$ cat src/rtl/dtu_pkg.sv
// types, constants and lookup functions shared by the date conversion block
`timescale 1ns / 1ps

package dtu_pkg;

    localparam logic [11:0] YEAR_MIN       = 12'd2000;
    localparam logic [11:0] YEAR_MAX       = 12'd2099;
    localparam logic [31:0] BASE_SECS      = 32'd946684800;  // 10957 days at 2000-01-01
    localparam logic [31:0] SECS_PER_YEAR  = 32'd31536000;
    localparam logic [31:0] SECS_PER_DAY   = 32'd86400;
    localparam logic [31:0] SECS_PER_HOUR  = 32'd3600;
    localparam logic [31:0] SECS_PER_MIN   = 32'd60;
    localparam logic [3:0]  MONTH_JAN      = 4'd1;
    localparam logic [3:0]  MONTH_FEB      = 4'd2;
    localparam logic [3:0]  MONTH_DEC      = 4'd12;
    localparam logic [5:0]  HOURS_PER_DAY  = 6'd24;
    localparam logic [5:0]  MINS_PER_HOUR  = 6'd60;
    // base day count plus epoch weekday offset, reduced mod 7, less one for the day field
    localparam logic [7:0]  WEEKDAY_BIAS   = 8'd5;

    typedef struct packed {
        logic [11:0] year;
        logic [3:0]  month;
        logic [5:0]  day_of_month;
        logic [5:0]  hour;
        logic [5:0]  minute;
        logic [5:0]  second;
    } t_dt_in;

    typedef struct packed {
        logic        valid_res;
        logic [31:0] unix_seconds;
        logic [7:0]  bcd_seconds;
        logic [7:0]  bcd_minutes;
        logic [7:0]  bcd_hours;
        logic [2:0]  weekday;
        logic [7:0]  bcd_day;
        logic [7:0]  bcd_month;
        logic [7:0]  bcd_year;
    } t_dt_out;

    typedef struct packed {
        logic ok;
        logic leap;
    } t_chk;

    function automatic logic [4:0] month_len(input logic [3:0] m);
        logic [4:0] len;
        case (m)
            4'd1:    len = 5'd31;
            4'd2:    len = 5'd28;
            4'd3:    len = 5'd31;
            4'd4:    len = 5'd30;
            4'd5:    len = 5'd31;
            4'd6:    len = 5'd30;
            4'd7:    len = 5'd31;
            4'd8:    len = 5'd31;
            4'd9:    len = 5'd30;
            4'd10:   len = 5'd31;
            4'd11:   len = 5'd30;
            4'd12:   len = 5'd31;
            default: len = 5'd0;
        endcase
        return len;
    endfunction

    // seconds in the months before month m of a common year
    function automatic logic [24:0] month_base_secs(input logic [3:0] m);
        logic [24:0] s;
        case (m)
            4'd1:    s = 25'd0;
            4'd2:    s = 25'd2678400;
            4'd3:    s = 25'd5097600;
            4'd4:    s = 25'd7776000;
            4'd5:    s = 25'd10368000;
            4'd6:    s = 25'd13046400;
            4'd7:    s = 25'd15638400;
            4'd8:    s = 25'd18316800;
            4'd9:    s = 25'd20995200;
            4'd10:   s = 25'd23587200;
            4'd11:   s = 25'd26265600;
            4'd12:   s = 25'd28857600;
            default: s = 25'd0;
        endcase
        return s;
    endfunction

    // days before month m, mod 7
    function automatic logic [2:0] month_base_mod7(input logic [3:0] m);
        logic [2:0] r;
        case (m)
            4'd1:    r = 3'd0;
            4'd2:    r = 3'd3;
            4'd3:    r = 3'd3;
            4'd4:    r = 3'd6;
            4'd5:    r = 3'd1;
            4'd6:    r = 3'd4;
            4'd7:    r = 3'd6;
            4'd8:    r = 3'd2;
            4'd9:    r = 3'd5;
            4'd10:   r = 3'd0;
            4'd11:   r = 3'd3;
            4'd12:   r = 3'd5;
            default: r = 3'd0;
        endcase
        return r;
    endfunction

    // two bcd digits for values below 100; multiply by 103/1024 gives the exact tens digit
    function automatic logic [7:0] to_bcd(input logic [6:0] v);
        logic [13:0] p;
        logic [3:0]  q;
        logic [6:0]  qx;
        logic [6:0]  r;
        p  = {7'd0, v} * 14'd103;
        q  = p[13:10];
        qx = {3'd0, q};
        r  = v - ((qx << 3) + (qx << 1));
        return {q, r[3:0]};
    endfunction

endpackage

$ cat src/rtl/dtu_in_if.sv
// handshake channel carrying one calendar date and time
`timescale 1ns / 1ps

interface dtu_in_if;
    logic            valid;
    logic            ready;
    dtu_pkg::t_dt_in data;

    modport source (output valid, output data, input ready);
    modport sink   (input valid, input data, output ready);
endinterface

$ cat src/rtl/dtu_out_if.sv
// handshake channel carrying one conversion result
`timescale 1ns / 1ps

interface dtu_out_if;
    logic             valid;
    logic             ready;
    dtu_pkg::t_dt_out data;

    modport source (output valid, output data, input ready);
    modport sink   (input valid, input data, output ready);
endinterface

$ cat src/rtl/dtu_check.sv
// range checks on the date and time fields, with leap year flag
`timescale 1ns / 1ps

module dtu_check (
    input  dtu_pkg::t_dt_in i_dt,
    output dtu_pkg::t_chk   o_chk
);
    import dtu_pkg::*;

    logic       year_ok;
    logic       month_ok;
    logic       day_ok;
    logic       time_ok;
    logic       leap;
    logic [4:0] mlen;

    assign leap     = (i_dt.year[1:0] == 2'd0);
    assign year_ok  = (i_dt.year >= YEAR_MIN) && (i_dt.year <= YEAR_MAX);
    assign month_ok = (i_dt.month >= MONTH_JAN) && (i_dt.month <= MONTH_DEC);
    // february gains a day in a leap year
    assign mlen     = month_len(i_dt.month) + {4'd0, (i_dt.month == MONTH_FEB) && leap};
    assign day_ok   = (i_dt.day_of_month != 6'd0) && (i_dt.day_of_month <= {1'b0, mlen});
    assign time_ok  = (i_dt.hour < HOURS_PER_DAY) && (i_dt.minute < MINS_PER_HOUR)
                   && (i_dt.second < MINS_PER_HOUR);

    assign o_chk.ok   = year_ok && month_ok && day_ok && time_ok;
    assign o_chk.leap = leap;

endmodule

$ cat src/rtl/dtu_conv.sv
// unix seconds, weekday and bcd bytes for a checked date and time
`timescale 1ns / 1ps

module dtu_conv (
    input  dtu_pkg::t_dt_in  i_dt,
    input  dtu_pkg::t_chk    i_chk,
    output dtu_pkg::t_dt_out o_res
);
    import dtu_pkg::*;

    logic [11:0] yo_full;
    logic [6:0]  yo;
    logic [7:0]  yo3;
    logic [5:0]  leap_days;
    logic        adj;
    logic [5:0]  extra_days;
    logic [31:0] unix;
    logic [7:0]  wsum;
    logic [13:0] wprod;
    logic [7:0]  wq;
    logic [7:0]  wrem;
    logic [7:0]  wmod;
    logic [2:0]  wday;

    assign yo_full   = i_dt.year - YEAR_MIN;
    assign yo        = yo_full[6:0];
    // leap days in the years before this one
    assign yo3       = {1'b0, yo} + 8'd3;
    assign leap_days = yo3[7:2];
    assign adj       = (i_dt.month > MONTH_FEB) && i_chk.leap;
    assign extra_days = leap_days + {5'd0, adj} + i_dt.day_of_month - 6'd1;

    // constant products side by side, summed once
    assign unix = BASE_SECS
                + {25'd0, yo} * SECS_PER_YEAR
                + {7'd0, month_base_secs(i_dt.month)}
                + {26'd0, extra_days} * SECS_PER_DAY
                + {26'd0, i_dt.hour} * SECS_PER_HOUR
                + {26'd0, i_dt.minute} * SECS_PER_MIN
                + {26'd0, i_dt.second};

    // a common year is one weekday on, so the day count mod 7 folds to a narrow sum
    assign wsum  = WEEKDAY_BIAS + {1'b0, yo} + {2'd0, leap_days}
                 + {5'd0, month_base_mod7(i_dt.month)} + {7'd0, adj}
                 + {2'd0, i_dt.day_of_month};
    // quotient by 36/256 is floor or one short, fixed by a single subtract
    assign wprod = {6'd0, wsum} * 14'd36;
    assign wq    = {2'd0, wprod[13:8]};
    assign wrem  = wsum - ((wq << 3) - wq);
    assign wmod  = (wrem >= 8'd7) ? (wrem - 8'd7) : wrem;
    assign wday  = wmod[2:0] + 3'd1;

    always_comb begin
        o_res = '0;
        if (i_chk.ok) begin
            o_res.valid_res    = 1'b1;
            o_res.unix_seconds = unix;
            o_res.bcd_seconds  = to_bcd({1'b0, i_dt.second});
            o_res.bcd_minutes  = to_bcd({1'b0, i_dt.minute});
            o_res.bcd_hours    = to_bcd({1'b0, i_dt.hour});
            o_res.weekday      = wday;
            o_res.bcd_day      = to_bcd({1'b0, i_dt.day_of_month});
            o_res.bcd_month    = to_bcd({3'd0, i_dt.month});
            o_res.bcd_year     = to_bcd(yo);
        end
    end

endmodule

$ cat src/rtl/datetime_to_unix_and_bcd.sv
// top level: input register, checks and conversion, result register
// a result passes the input register and then the result register (two register stages) before it is shown
// throughput: one item per cycle while results are taken, set by the single conversion stage between the two registers
// the input register still takes one item while a finished result waits to be taken
// reset (synchronous, active low) clears both valid flags; payload registers keep their contents
`timescale 1ns / 1ps

module datetime_to_unix_and_bcd (
    input  logic       i_clk,
    input  logic       i_rst_n,
    dtu_in_if.sink     i_in,
    dtu_out_if.source  o_out
);
    import dtu_pkg::*;

    logic    r_s1_vld;
    t_dt_in  r_s1_dt;
    logic    r_o_vld;
    t_dt_out r_o_res;
    t_dt_out n_o_res;
    t_chk    chk;
    logic    out_adv;
    logic    in_rdy;

    assign out_adv = !r_o_vld || o_out.ready;
    assign in_rdy  = !r_s1_vld || out_adv;

    dtu_check u_check (
        .i_dt  (r_s1_dt),
        .o_chk (chk)
    );

    dtu_conv u_conv (
        .i_dt  (r_s1_dt),
        .i_chk (chk),
        .o_res (n_o_res)
    );

    always_ff @(posedge i_clk) begin
        if (!i_rst_n) begin
            r_s1_vld <= 1'b0;
            r_o_vld  <= 1'b0;
        end else begin
            if (in_rdy) begin
                r_s1_vld <= i_in.valid;
            end
            if (out_adv) begin
                r_o_vld <= r_s1_vld;
            end
        end
    end

    always_ff @(posedge i_clk) begin
        if (i_in.valid && in_rdy) begin
            r_s1_dt <= i_in.data;
        end
        if (out_adv && r_s1_vld) begin
            r_o_res <= n_o_res;
        end
    end

    assign i_in.ready  = in_rdy;
    assign o_out.valid = r_o_vld;
    assign o_out.data  = r_o_res;

endmodule

$ cat src/flat_wrapper.sv
// flat-port wrapper written by rule: the top's interface ports become plain ports
module datetime_to_unix_and_bcd_flat import dtu_pkg::*;
  (i_clk, i_rst_n, i_in_valid, i_in_data, i_in_ready, o_out_valid, o_out_data, o_out_ready);
  dtu_in_if i_in_i ();
  dtu_out_if o_out_i ();
  input  logic i_clk;
  input  logic i_rst_n;
  input wire logic [$bits(i_in_i.valid)-1:0] i_in_valid;
  input wire logic [$bits(i_in_i.data)-1:0] i_in_data;
  output wire logic [$bits(i_in_i.ready)-1:0] i_in_ready;
  output wire logic [$bits(o_out_i.valid)-1:0] o_out_valid;
  output wire logic [$bits(o_out_i.data)-1:0] o_out_data;
  input wire logic [$bits(o_out_i.ready)-1:0] o_out_ready;
  assign i_in_i.valid = i_in_valid;
  assign i_in_i.data = i_in_data;
  assign i_in_ready = i_in_i.ready;
  assign o_out_valid = o_out_i.valid;
  assign o_out_data = o_out_i.data;
  assign o_out_i.ready = o_out_ready;
  datetime_to_unix_and_bcd u_core (.i_clk(i_clk), .i_rst_n(i_rst_n), .i_in(i_in_i), .o_out(o_out_i));
endmodule
$ cat config.mk
export PLATFORM = sky130hd
export DESIGN_NAME = datetime_to_unix_and_bcd_flat
export DESIGN_NICKNAME = d
export VERILOG_FILES = /design/src/rtl/dtu_pkg.sv /design/src/rtl/dtu_in_if.sv /design/src/rtl/dtu_out_if.sv /design/src/rtl/dtu_check.sv /design/src/rtl/dtu_conv.sv /design/src/rtl/datetime_to_unix_and_bcd.sv /design/src/flat_wrapper.sv
export SDC_FILE = /design/constraint.sdc
export NUM_CORES = 1
export LEC_CHECK = 0
export BUFFER_PORTS_ARGS = -buffer_cell sky130_fd_sc_hd__buf_2
export CORE_ASPECT_RATIO = 0.8
export CORE_MARGIN = 5
export CORE_UTILIZATION = 50
export DETAILED_ROUTE_END_ITERATION = 16
export PLACE_DENSITY = 0.71
export REMOVE_ABC_BUFFERS = 1
export SYNTH_ARGS = -nofsm -noshare
export SYNTH_HDL_FRONTEND = slang
export SYNTH_SLANG_ARGS = --single-unit
$ cat constraint.sdc
create_clock -name i_clk -period 8.7 [get_ports i_clk]
set_input_delay 0 -clock i_clk [delete_from_list [all_inputs] [get_ports i_clk]]
set_output_delay 0 -clock i_clk [all_outputs]
set_load 0.01 [all_outputs]
* Yosys cells after proc, flatten, opt, wreduce, memory -nomap -nowiden
Memory sizes are Yosys's and may differ from the RTL's. A register that Yosys moved wholly into a read port is not among the register bits.
Index checks and enable logic that the tools add are counted.
** Operators by class
- Add/subtract/negate cells :: 33
- Multipliers :: 11
- $lt $le $gt $ge :: 10
- Equality and inequality tests :: 1
- Mux-type cells :: 5
- Reductions and logical operators :: 18
** Operators with widths (count)
- $mux W84 :: 1
- $mul A6 B7 Y13 const B :: 4
- $add A30 B32 Y32 const A :: 1
- $add A32 B12 Y32 :: 1
- $add A32 B18 Y32 :: 1
- $add A32 B23 Y32 :: 1
- $add A32 B25 Y32 :: 1
- $add A32 B6 Y32 :: 1
- $mul A7 B18 Y25 const B :: 1
- $sub A4 B4 Y4 :: 6
- $add A4 B4 Y4 :: 5
- $add A8 B6 Y8 :: 2
- $mul A6 B10 Y16 const B :: 1
- $mul A6 B8 Y14 const B :: 1
- $mul A7 B7 Y14 const B :: 1
- $ge A12 B11 Y1 const B :: 1
- $le A12 B12 Y1 const B :: 1
- $logic_and A1 B1 Y1 :: 12
- $lt A6 B6 Y1 const B :: 2
- $mul A8 B4 Y12 const B :: 1
- $mux W4 :: 3
- $mul A4 B7 Y11 const B :: 1
- $mul A6 B4 Y10 const B :: 1
- $add A3 B7 Y8 const A :: 1
- other kinds (25) :: 27
** Word-level totals
- Register bits after elaboration :: 126
- Memory bits (read-only) :: 416
- Bits of input ports :: 44
- Logic and storage cells :: 103
- Memories :: 3
** Memories
- (no name shown) :: depth 16, width 18, read ports 1, clocked after Yosys merged registers in 1, write ports 0, RTL line dtu_pkg.sv:70 : case (m)
- (no name shown) :: depth 16, width 5, read ports 1, clocked after Yosys merged registers in 1, write ports 0, RTL line dtu_pkg.sv:49 : case (m)
- (no name shown) :: depth 16, width 3, read ports 1, clocked after Yosys merged registers in 1, write ports 0, RTL line dtu_pkg.sv:91 : case (m)

* Logic depth before layout (Yosys ltp)
Gate-level depths: netlist of the first run.
- Word-level depth :: 13
- Gate-level depth with buffers :: 40

* Hierarchy
Synthesis of the first run repeated with hierarchy kept, for this count alone.
** Unflattened totals
- Cells, all modules :: 1653
- Area, all modules :: 16834.9 sq um
** Modules (own cells, without submodules)
- dtu_conv :: times used 1, cells an instance 1474, area an instance 12648.4 sq um, seq. area each 0.0 sq um
- datetime_to_unix_and_bcd :: times used 1, cells an instance 133, area an instance 3827.4 sq um, seq. area each 3763.6 sq um
- dtu_check :: times used 1, cells an instance 46, area an instance 359.1 sq um, seq. area each 0.0 sq um

* Worst setup path after synthesis of the first run
No wires, ideal clock.
- Path type :: register to register
- Start :: register u_core.r_s1_dt[32] in the netlist's numbering
- End :: register u_core.r_o_res, in the netlist u_core.o_out.data[77] (data pin)
- Arrival time :: 8199 ps
- Required time :: 8497 ps
- Slack :: 298 ps
- Stages on the path, launching flop included :: 33
- Period minus slack after synthesis :: 8402 ps
- Cell sequence :: edfxtp_1 clkbuf_1 inv_1 ha_1 xor2_1 inv_1 ha_1 xnor2_1 inv_1 fa_1 inv_1 ha_1 fa_1 ha_1 a21o_1 a21oi_1 nand2_1 xnor2_1 fa_1 inv_1 fa_1 fa_1 inv_1 ha_1 a21o_1 a21o_1 o21ai_1 a21o_1 a211o_2 nand2_1 a31o_1 a211oi_2 a2111oi_1
** On the way
- Word-level cells in the longest chain between the ends :: 10
- Elaborated cells on any way between the ends :: 19
- Those cells by class :: add/sub: 11; mul: 2; order compare: 2; reduce/logical: 4
** Ends and longest elaborated chain
- from (decl) :: RTL line datetime_to_unix_and_bcd.sv:17 : t_dt_in r_s1_dt;
- from (signal assigned) :: RTL line datetime_to_unix_and_bcd.sv:55 : r_s1_dt <= i_in.data;
- $sub A7 B7 Y7 :: RTL line dtu_conv.sv:25 : assign yo_full = i_dt.year - YEAR_MIN;
- $add A7 B2 Y8 :: RTL line dtu_conv.sv:28 : assign yo3 = {1'b0, yo} + 8'd3;
- $add A6 B1 Y6 :: RTL line dtu_conv.sv:31 : assign extra_days = leap_days + {5'd0, adj} + i_dt.day_of_month - 6'd1;
- $add A6 B6 Y6 :: RTL line dtu_conv.sv:31
- $sub A6 B1 Y6 :: RTL line dtu_conv.sv:31
- $mul A6 B10 Y16 :: RTL line dtu_conv.sv:37 : + {26'd0, extra_days} * SECS_PER_DAY
- $add A32 B23 Y32 :: RTL line dtu_conv.sv:37
- $add A32 B18 Y32 :: RTL line dtu_conv.sv:38 : + {26'd0, i_dt.hour} * SECS_PER_HOUR
- $add A32 B12 Y32 :: RTL line dtu_conv.sv:39 : + {26'd0, i_dt.minute} * SECS_PER_MIN
- $add A32 B6 Y32 :: RTL line dtu_conv.sv:40 : + {26'd0, i_dt.second};
- to (signal assigned) :: RTL line datetime_to_unix_and_bcd.sv:58 : r_o_res <= n_o_res;
- to (decl) :: RTL line datetime_to_unix_and_bcd.sv:19 : t_dt_out r_o_res;
Several ways; a longest one is shown, not always the timed one.
A chain may end at the register's enable or synchronous reset.

* Worst setup path in the final report of the first run
- Start :: register u_core.r_s1_dt[30] in the netlist's numbering
- End :: register u_core.r_o_res, in the netlist u_core.o_out.data[82] (data pin)
Same word-level chain as after synthesis.

==> impl_metrics.toml, run 1 <==
[route]
dr_wl_met2_um = 18400
vias_per_cell = 5.25
top_layer = "met4"
drt_iter0_drc = 701
vias = 12900
wl_per_cell_um = 16.1
route.detailed.drc = 0
ant_nets = 0
wl_met1_um = 18300
totalWireLength_um = 39400
met3WireLength_um = 1820
drtPass1Iterations = 5

[clock_tree]
cts.sinks = 143
cts_tree = "done"
path_clk_slew_ns = 0.08
cts_made_buffers = 17
insertion_delay_ns = 0.46
root_buffer = "clkbuf_16"
clockBufferDepth = 2
h-tree-depth = 4

[flow_run]
drv_cap = 0

[global_route]
grt_pass1_wl_um = 64400
overflow = 0
antenna_found_initial = 0
grt_pass1_vias = 13000
grt_usage_pct = 20.6
grt_max_degree = 48

[synthesis]
synth_compound_area_share_pct = 10.2
synth-simple-area-share_pct = 8.82
yosys_warnings = 0
synth_top_family_by_area = "adder cells"
ys_types = 64
netlist_area_mm2 = 0.0175
yosysMostFrequentCell = "ha_1"
avgSynthCellArea_um2 = 9.87
ys_seq_area_share_pct = 23.0
ys_top_cells_by_count = "418 x ha_1, 310 x inv_1, 125 x nor2_1"
synth-edff-count = 117
yosys.area_share.xor_xnor_pct = 7.12
synth_ff_type = "edfxtp_1"
synth_fa_ha_area_share_pct = 42.9
synthMuxAreaShare_pct = 0.513
synth_top_area_cell = "ha_1"
ys_top_cells_by_area = "ha_1 30%, edfxtp_1 20%, fa_1 13%"
synth.top_cell.area_share_pct = 29.8
synth-seq-cells = 143
synth_cells = 1778
async_flop_share_pct = 0

[setup_path]
cpMostUsedCell = "ha_1"
cpMaxStageDelayCell = "fa_1"
end_kind = "flop"
critical_path_class = "flop to flop"
path_max_fanout = 7
r2r_slack_ns = 0.33
r2r_end = "u_core.o_out.data[82]$_SDFFCE_PN0P_"
r2r_start = "u_core.r_s1_dt[30]$_DFFE_PP_"
start_kind = "flop"
r2r_cells = 37
slowest_delay_ns = 0.52
worst_ep_required_time_ns = 8.89
arrival_ns = 8.56

[timing]
tns_ns = 0
fmaxAchievable_mhz = 119
worstMarginPinSlew_ns = 1.02
min_period_ns = 8.37
setup_violations = 0
post-route-period-util_pct = 96.2
hold_viol = 0
slew_headroom_pct = 31.7
final_max_slew_viol_count = 0
clock_skew_ns = 0.0129

[placed_design]
place_area_mm2 = 0.0188
hpwlAfterDp_um = 31600
routabilityCongestion = 0.919
io_buffers = 122

[finish]
diodes = 0
area.growth.synth_to_final_pct = 13.8
n_fill_cell = 2960
stdcell_area_mm2 = 0.0200
drive_gt1_share_pct = 11.1
fin_nets = 2547

[worst_hold_path]
min_to = "u_core.r_s1_dt[36]$_DFFE_PP_"
whs_path_depth = 2
min_path_type = "input pin to flop"
min_from = "i_in_data[36]"

[die]
row_count = 61
start_util_pct = 50.5
core_mm2 = 0.0347
die_height_um = 178
dieArea_mm2 = 0.0390
dieWidth_um = 219
io_pins = 130

[run_status]
status = "finished, final reports clean"
## worst max-delay path, delay by kind of cell (launching register included)
family	cells	cell delay (ns)
fa+ha+maj	10	3.52
buf+inv	5	0.33
flops	1	0.46
xor+xnor	4	0.61
simple gates	4	0.60
compound gates	14	2.58
## metrics by stage
stage               hold slack (ns)  instances  setup WS (ns)  utilization, %
global placement              0.178       2376          0.391            54.2
finish                        0.247       2455          0.331            57.5
floorplan                    0.0989       1759          0.384               -
global route                  0.228       2455        -0.0860            57.5
CTS                           0.224       2452          0.116            57.2
detailed placement            0.178       2376          0.187            54.2
## placed cells by master (no fill, tap or decap), types with 6 or more instances in the layout
cell type | Yosys | layout
ha_1 | 418 | 416
inv_1 | 310 | 310
nor2_1 | 125 | 125
buf_2 | 0 | 122
edfxtp_1 | 117 | 117
fa_1 | 115 | 115
a21oi_1 | 97 | 93
nand2_1 | 76 | 76
xnor2_1 | 79 | 76
xor2_1 | 61 | 59
dlygate4sd3_1 | 0 | 44
a21o_1 | 37 | 37
o21ai_0 | 36 | 36
dfxtp_1 | 26 | 26
buf_4 | 7 | 26
nor3_1 | 22 | 21
o21ai_1 | 20 | 18
and2_1 | 18 | 18
clkbuf_16 | 0 | 17
o21a_1 | 16 | 16
nand3_1 | 15 | 15
nand2b_1 | 15 | 15
o21bai_1 | 16 | 15
nor2b_1 | 14 | 13
or2_2 | 10 | 10
mux2i_1 | 9 | 9
or3_1 | 8 | 8
nand4_1 | 7 | 7
and3_1 | 7 | 7
conb_1 | 1 | 7
a31oi_1 | 6 | 6
a211oi_1 | 7 | 6
## layer usage
layer	GRT usage, %	up-vias
met2	34.1	276
met5	0	-
met1	27.8	6181
li1	-	6367
met3	4.14	56
met4	5.70	0
## worst max-delay path by stage
| stage | startpoint | end | cells past startpoint |
|---|---|---|---|
| after CTS | u_core.r_s1_dt[30]$_DFFE_PP_ | u_core.o_out.data[82]$_SDFFCE_PN0P_ | 35 |
| final | u_core.r_s1_dt[30]$_DFFE_PP_ | u_core.o_out.data[82]$_SDFFCE_PN0P_ | 37 |
| after global routing | u_core.r_s1_dt[30]$_DFFE_PP_ | u_core.o_out.data[82]$_SDFFCE_PN0P_ | 37 |
| after global placement | u_core.r_s1_dt[29]$_DFFE_PP_ | u_core.o_out.data[82]$_SDFFCE_PN0P_ | 35 |
| after detailed placement | u_core.r_s1_dt[30]$_DFFE_PP_ | u_core.o_out.data[82]$_SDFFCE_PN0P_ | 35 |
| after floorplan | u_core.r_s1_dt[32]$_DFFE_PP_ | u_core.o_out.data[77]$_SDFFCE_PN0P_ | 30 |
## repair_timing
action	4_1_cts	5_1_grt
buffers inserted	0	3
hold buffers	44	0
endpoints found under the setup margin	0	10
resized for setup	0	18
endpoints found under the hold margin	42	0
## cell type report
type,instances,area (um^2),share of cell area [%]
Sequential cell,143,4030,20.2
Inverter,315,1180,5.92
Clock buffer,17,425,2.13
Clock inverter,15,150,0.752
Timing Repair Buffer,192,1250,6.24
Multi-Input combinational cell,1301,12300,61.8
Tap cell,472,591,2.96
## cell families after synthesis
logic type | Yosys count
muxes | 9
xor gates and xnor gates | 141
DFF | 143
other | 1
buffers and inverters | 340
and+or+nand+nor | 332
AOI/OAI and AO/OA | 279
adders and majority gates | 533
Power of run 1 is not shown: default switching activity piles up to over one toggle a cycle in this logic, so the estimate is an artifact.
==> run 2: changes to the inputs <==
--- a/config.mk
+++ b/config.mk
@@ -14,4 +14,5 @@
 export REMOVE_ABC_BUFFERS = 1
 export SYNTH_ARGS = -nofsm -noshare
 export SYNTH_HDL_FRONTEND = slang
+export SYNTH_HIERARCHICAL = 1
 export SYNTH_SLANG_ARGS = --single-unit
==> run 2 against run 1 <==
Net effect: fmax fell by 0.93%; cell area is 1.7% lower; first-iteration DRC count decreased by 13%; critical path depth up 1; sequential share of layout area down 1.0 points; critical endpoint is now u_core/o_out.data[81]$_DFFE_PP_; largest cell class unchanged.
==> impl_metrics.toml, run 2 <==
[run_status]
status = "finished, final reports clean"

[worst_hold_path]
min_from = "o_out_ready"
min_path_type = "input pin to flop"
whs_path_depth = 3

[finish]
instances_no_fill = 2323
fin_util_pct = 58.8
largest_register_ffs = 84
area.growth.synth_to_final_pct = 16.6
fin_nets = 2431
drive_gt1_share_pct = 15.3
diodes = 0
layout_common_cells = "387 x ha_1, 268 x inv_1, 129 x buf_2"
final_common_cell = "ha_1"

[synthesis]
synth.top_cell.area_share_pct = 29.5
ys_top_cells_by_area = "ha_1 30%, edfxtp_1 22%, fa_1 14%"
ys_seq_area_share_pct = 22.4
ys_top_cells_by_count = "397 x ha_1, 273 x inv_1, 124 x edfxtp_1"
synth_ff_type = "edfxtp_1"
async_flop_share_pct = 0
yosysMostFrequentCell = "ha_1"
ys_types = 86
synth_cells = 1653
synth-seq-cells = 126
netlist_area_mm2 = 0.0168
avgSynthCellArea_um2 = 10.2
synth_top_area_cell = "ha_1"
yosys_warnings = 6
synth-edff-count = 124

[global_route]
grt_usage_pct = 20.5
antenna_found_initial = 0
grt_pass1_wl_um = 62700
grt_max_degree = 67
overflow = 0
grt_pass1_vias = 12600

[clock_tree]
h-tree-depth = 4
path_clk_slew_ns = 0.07
clockBufferDepth = 2
cts_tree = "done"
cts_made_buffers = 17
insertion_delay_ns = 0.45
root_buffer = "clkbuf_16"
cts.sinks = 126

[die]
core_mm2 = 0.0334
start_util_pct = 50.4
die_height_um = 174
io_pins = 130
dieWidth_um = 215
row_count = 60
dieArea_mm2 = 0.0375

[route]
top_layer = "met4"
drtPass1Iterations = 4
totalWireLength_um = 38200
vias = 12300
dr_wl_met2_um = 17400
wl_met1_um = 18600
vias_per_cell = 5.28
drt_iter0_drc = 608
wl_per_cell_um = 16.5
ant_nets = 0
route.detailed.drc = 0
met3WireLength_um = 1740

[timing]
finalWorstSetupSlack_ns = 0.252
clock_skew_ns = 0.0262
final_max_slew_viol_count = 0
setup_violations = 0
fmaxAchievable_mhz = 118
hold_viol = 0
fin_hold_ws_ns = 0.219
slew_headroom_pct = 39.4
post-route-period-util_pct = 97.1
worstMarginPinSlew_ns = 0.909
min_period_ns = 8.45

[setup_path]
start_kind = "flop"
worst_ep_required_time_ns = 8.87
end_kind = "flop"
path_max_fanout = 4
r2r_cells = 38
crit_start = "u_core/r_s1_dt[29]$_DFFE_PP_"
cpMaxStageDelayCell = "fa_2"
arrival_ns = 8.61
slowest_delay_ns = 0.56
cpMostUsedCell = "ha_1"
r2r_start = "u_core/r_s1_dt[29]$_DFFE_PP_"
critical_path_class = "flop to flop"

[placed_design]
io_buffers = 129
place_inst = 2237
place_ws_ns = -0.187
routabilityCongestion = 0.910
hpwlAfterDp_um = 30200

[flow_run]
drv_cap = 0
[run 2: cell count changes in the layout (fill, tap and decap cells not counted), moves of 6 or more]
| cell | previous run | this run |
|---|---|---|
| a21oi_1 | 93 | 69 |
| o21ai_0 | 36 | 24 |
| nand2_1 | 76 | 56 |
| buf_4 | 26 | 50 |
| ha_1 | 416 | 387 |
| and2_1 | 18 | 28 |
| xor2_1 | 59 | 45 |
| inv_1 | 310 | 268 |
| ha_4 | 1 | 7 |
| dfxtp_1 | 26 | 2 |
| xnor2_1 | 76 | 89 |
| buf_2 | 122 | 129 |
| edfxtp_1 | 117 | 124 |
| nor2_1 | 125 | 94 |
[run 2: critical path: cells and delay by family, from the launching register on]
kind / cells / cell delay, ns
compound gates: 13 / 2.36
xor+xnor: 3 / 0.43
mux: 1 / 0.14
flops: 1 / 0.41
fa+ha+maj: 9 / 2.97
buf+inv: 6 / 0.53
simple gates: 6 / 1.30
[run 2: cells by family after synthesis]
kind of cell / count (synthesis) / share of synthesized area, %
mux: 8 / 0.491
buf+inv: 298 / 6.86
simple gates: 305 / 9.32
xor+xnor: 143 / 7.44
compound gates: 261 / 10.4
other cells: 1 / 0.0223
flops: 126 / 22.4
fa+ha+maj: 511 / 43.1
[run 2: what timing repair did]
| item | in CTS | in global routing |
|---|---|---|
| pin swaps | 1 | 13 |
| hold buffers | 44 | 0 |
| endpoints found under the setup margin | 4 | 11 |
| gates resized for setup | 5 | 48 |
| endpoints found under the hold margin | 42 | 0 |
| setup buffers | 3 | 7 |
[run 2: area by class of cell]
type | instances | area, um^2
clock inverters | 15 | 144
well taps | 434 | 543
flip-flops and latches | 126 | 3760
repair buffers | 223 | 1460
fillers | 2805 | 13800
multi-input cells | 1235 | 12300
clock buffers | 17 | 425
inverters | 273 | 1020
[run 2: stage by stage]
stage               setup TNS [ns]  instance area, um^2
floorplan                   -0.940                16700
global placement                 0                18200
detailed placement          -0.230                18200
CTS                              0                19300
global route               -0.0842                19600
finish                           0                19600
[run 2: worst paths after layout]
path                                      to  slack, ns
max          u_core/o_out.data[81]$_DFFE_PP_       0.25
min          u_core/o_out.data[16]$_DFFE_PP_       0.22
max reg2reg  u_core/o_out.data[81]$_DFFE_PP_       0.25
min reg2reg  u_core/o_out.data[51]$_DFFE_PP_       0.76
[run 2: metal layers]
metal | vias up | global-route usage, %
met5 | - | 0
met4 | 0 | 4.32
met3 | 43 | 3.87
met2 | 240 | 32.9
met1 | 5877 | 29.1
li1 | 6098 | -
Power of run 2 is left out for the same reason.
==> run 3: changes to the inputs <==
--- a/config.mk
+++ b/config.mk
@@ -6,7 +6,6 @@
 export NUM_CORES = 1
 export LEC_CHECK = 0
 export BUFFER_PORTS_ARGS = -buffer_cell sky130_fd_sc_hd__buf_2
-export CORE_ASPECT_RATIO = 0.8
 export CORE_MARGIN = 5
 export CORE_UTILIZATION = 50
 export DETAILED_ROUTE_END_ITERATION = 16
==> constraint.sdc (replaced) <==
create_clock -name i_clk -period 7.6 [get_ports i_clk]
set_input_delay 0 -clock i_clk [delete_from_list [all_inputs] [get_ports i_clk]]
set_output_delay 0 -clock i_clk [all_outputs]
set_load 0.01 [all_outputs]
==> run 3 against run 2 <==
Net effect: the flow now finishes with violations (setup timing); setup slack worse by 0.71 ns; critical path depth down 4; clock-buffer cell count unchanged; routed wire length up 6.4%; first-iteration DRC count down 21%; fmax up 4.9%; global-route usage up 0.94 points; register-to-register slack worse by 0.71 ns; sequential cell count unchanged; worst hold slack better by 0.0022 ns; core utilization up 5.7 points; sequential share of layout area down 1.7 points; critical endpoint unchanged; highest routed layer unchanged.
==> impl_metrics.toml, run 3 (same netlist as run 2, synthesis figures left out) <==
[run_status]
status = "finished with violations"
violations = "setup timing"

[route]
drt_iter0_drc = 482
ant_nets = 0
drtPass1Iterations = 5
wl_per_cell_um = 16.3
route.detailed.drc = 0
totalWireLength_um = 40700
vias = 12900
vias_per_cell = 5.19

[setup_path]
cpMostUsedCell = "ha_4"
arrival_ns = 8.25
path_max_fanout = 4
end_kind = "flop"
start_kind = "flop"
critical_path_class = "flop to flop"
cpMaxStageDelayCell = "fa_1"
slowest_delay_ns = 0.52
worst_ep_required_time_ns = 7.80

[clock_tree]
h-tree-depth = 4
clockBufferDepth = 2
cts.sinks = 126
cts_made_buffers = 17
root_buffer = "clkbuf_16"
path_clk_slew_ns = 0.07
insertion_delay_ns = 0.45
cts_tree = "done"

[timing]
slew_headroom_pct = 38.3
grt_setup_unrepaired = "yes"
final_max_slew_viol_count = 0
min_period_ns = 8.06
fmaxAchievable_mhz = 124
hold_viol = 0
finalWorstSetupSlack_ns = -0.456
fin_hold_ws_ns = 0.221
worstMarginPinSlew_ns = 0.926
tns_ns = -2.75
setup_violations = 15
clock_skew_ns = 0.0153
post-route-period-util_pct = 106

[die]
core_mm2 = 0.0334
dieWidth_um = 193
die_height_um = 193
start_util_pct = 50.5
row_count = 67
io_pins = 130
dieArea_mm2 = 0.0374

[placed_design]
hpwlAfterDp_um = 30800
routabilityCongestion = 0.895
io_buffers = 129
place_inst = 2381

[finish]
n_fill_cell = 2576
instances_no_fill = 2492
area.growth.synth_to_final_pct = 27.9
diodes = 0
largest_register_ffs = 84
fin_nets = 2586
final_common_cell = "ha_1"
drive_gt1_share_pct = 25.7
layout_common_cells = "372 x ha_1, 263 x inv_1, 195 x buf_4"

[global_route]
grt_pass1_vias = 13300
grt_pass1_wl_um = 65800
grt_max_degree = 68
grt_usage_pct = 21.4
overflow = 0
antenna_found_initial = 0

[worst_hold_path]
min_path_type = "input pin to flop"

[flow_run]
drv_cap = 0
[run 3: cell count changes in the layout (fill, tap and decap cells not counted), moves of 8 or more]
cell     change
ha_1        -15
buf_4      +145
buf_6       +10
a21oi_1     -11
a21oi_2     +10
ha_4        +13
xnor2_1      -8
[run 3: path summary, 6_finish.rpt]
kind	start	end	slack, ns	cells past startpoint
max	u_core/r_s1_dt[29]$_DFFE_PP_	u_core/o_out.data[81]$_DFFE_PP_	-0.46	34
min	o_out_ready	u_core/o_out.data[21]$_DFFE_PP_	0.22	3
max reg2reg	u_core/r_s1_dt[29]$_DFFE_PP_	u_core/o_out.data[81]$_DFFE_PP_	-0.46	34
min reg2reg	u_core/r_s1_dt[0]$_DFFE_PP_	u_core/o_out.data[51]$_DFFE_PP_	0.73	2
[run 3: routing by layer]
metal  up-vias  routed length (um)  GRT usage, %
li1       6408                   -             -
met1      6192               18000          27.9
met2       252               20000          36.1
met3        70                1530          4.07
met4         0                1220          6.87
met5         -                   0             0
[run 3: layout make-up]
cell class | instances | area, um^2 | area share, %
inverter | 273 | 1020 | 4.76
sequential | 126 | 3760 | 17.5
clock inverter | 15 | 174 | 0.808
clock buffer | 17 | 425 | 1.98
timing repair buffer | 378 | 2660 | 12.4
tap | 448 | 561 | 2.60
multi-input combinational | 1235 | 12900 | 60.0
[run 3: worst max-delay path, delay by kind of cell (launching register included)]
family          cells  cell delay (ns)
mux                 1             0.14
fa+ha+maj          10             3.14
compound gates      8             1.61
flops               1             0.47
simple gates        6             1.19
buf+inv             6             0.64
xor+xnor            3             0.60
[run 3: timing repair]
action,in CTS,in global routing
hold buffers,44,0
setup endpoints to repair,16,17
setup buffers,17,20
hold endpoints to repair,42,0
pin swaps,48,50
resized for setup,88,86
[run 3: metrics by stage]
| stage | utilization (%) | instance area [um^2] | worst slack, ns |
|---|---|---|---|
| 3_5_place_dp | 57.7 | 19200 | -0.945 |
| 5_1_grt | 64.5 | 21500 | -0.755 |
| 4_1_cts | 62.7 | 20900 | -0.357 |
| 2_1_floorplan | - | 16700 | -1.56 |
| 6_report | 64.5 | 21500 | -0.456 |
| 3_3_place_gp | 57.7 | 19200 | -0.785 |
Power of run 3 is left out for the same reason.
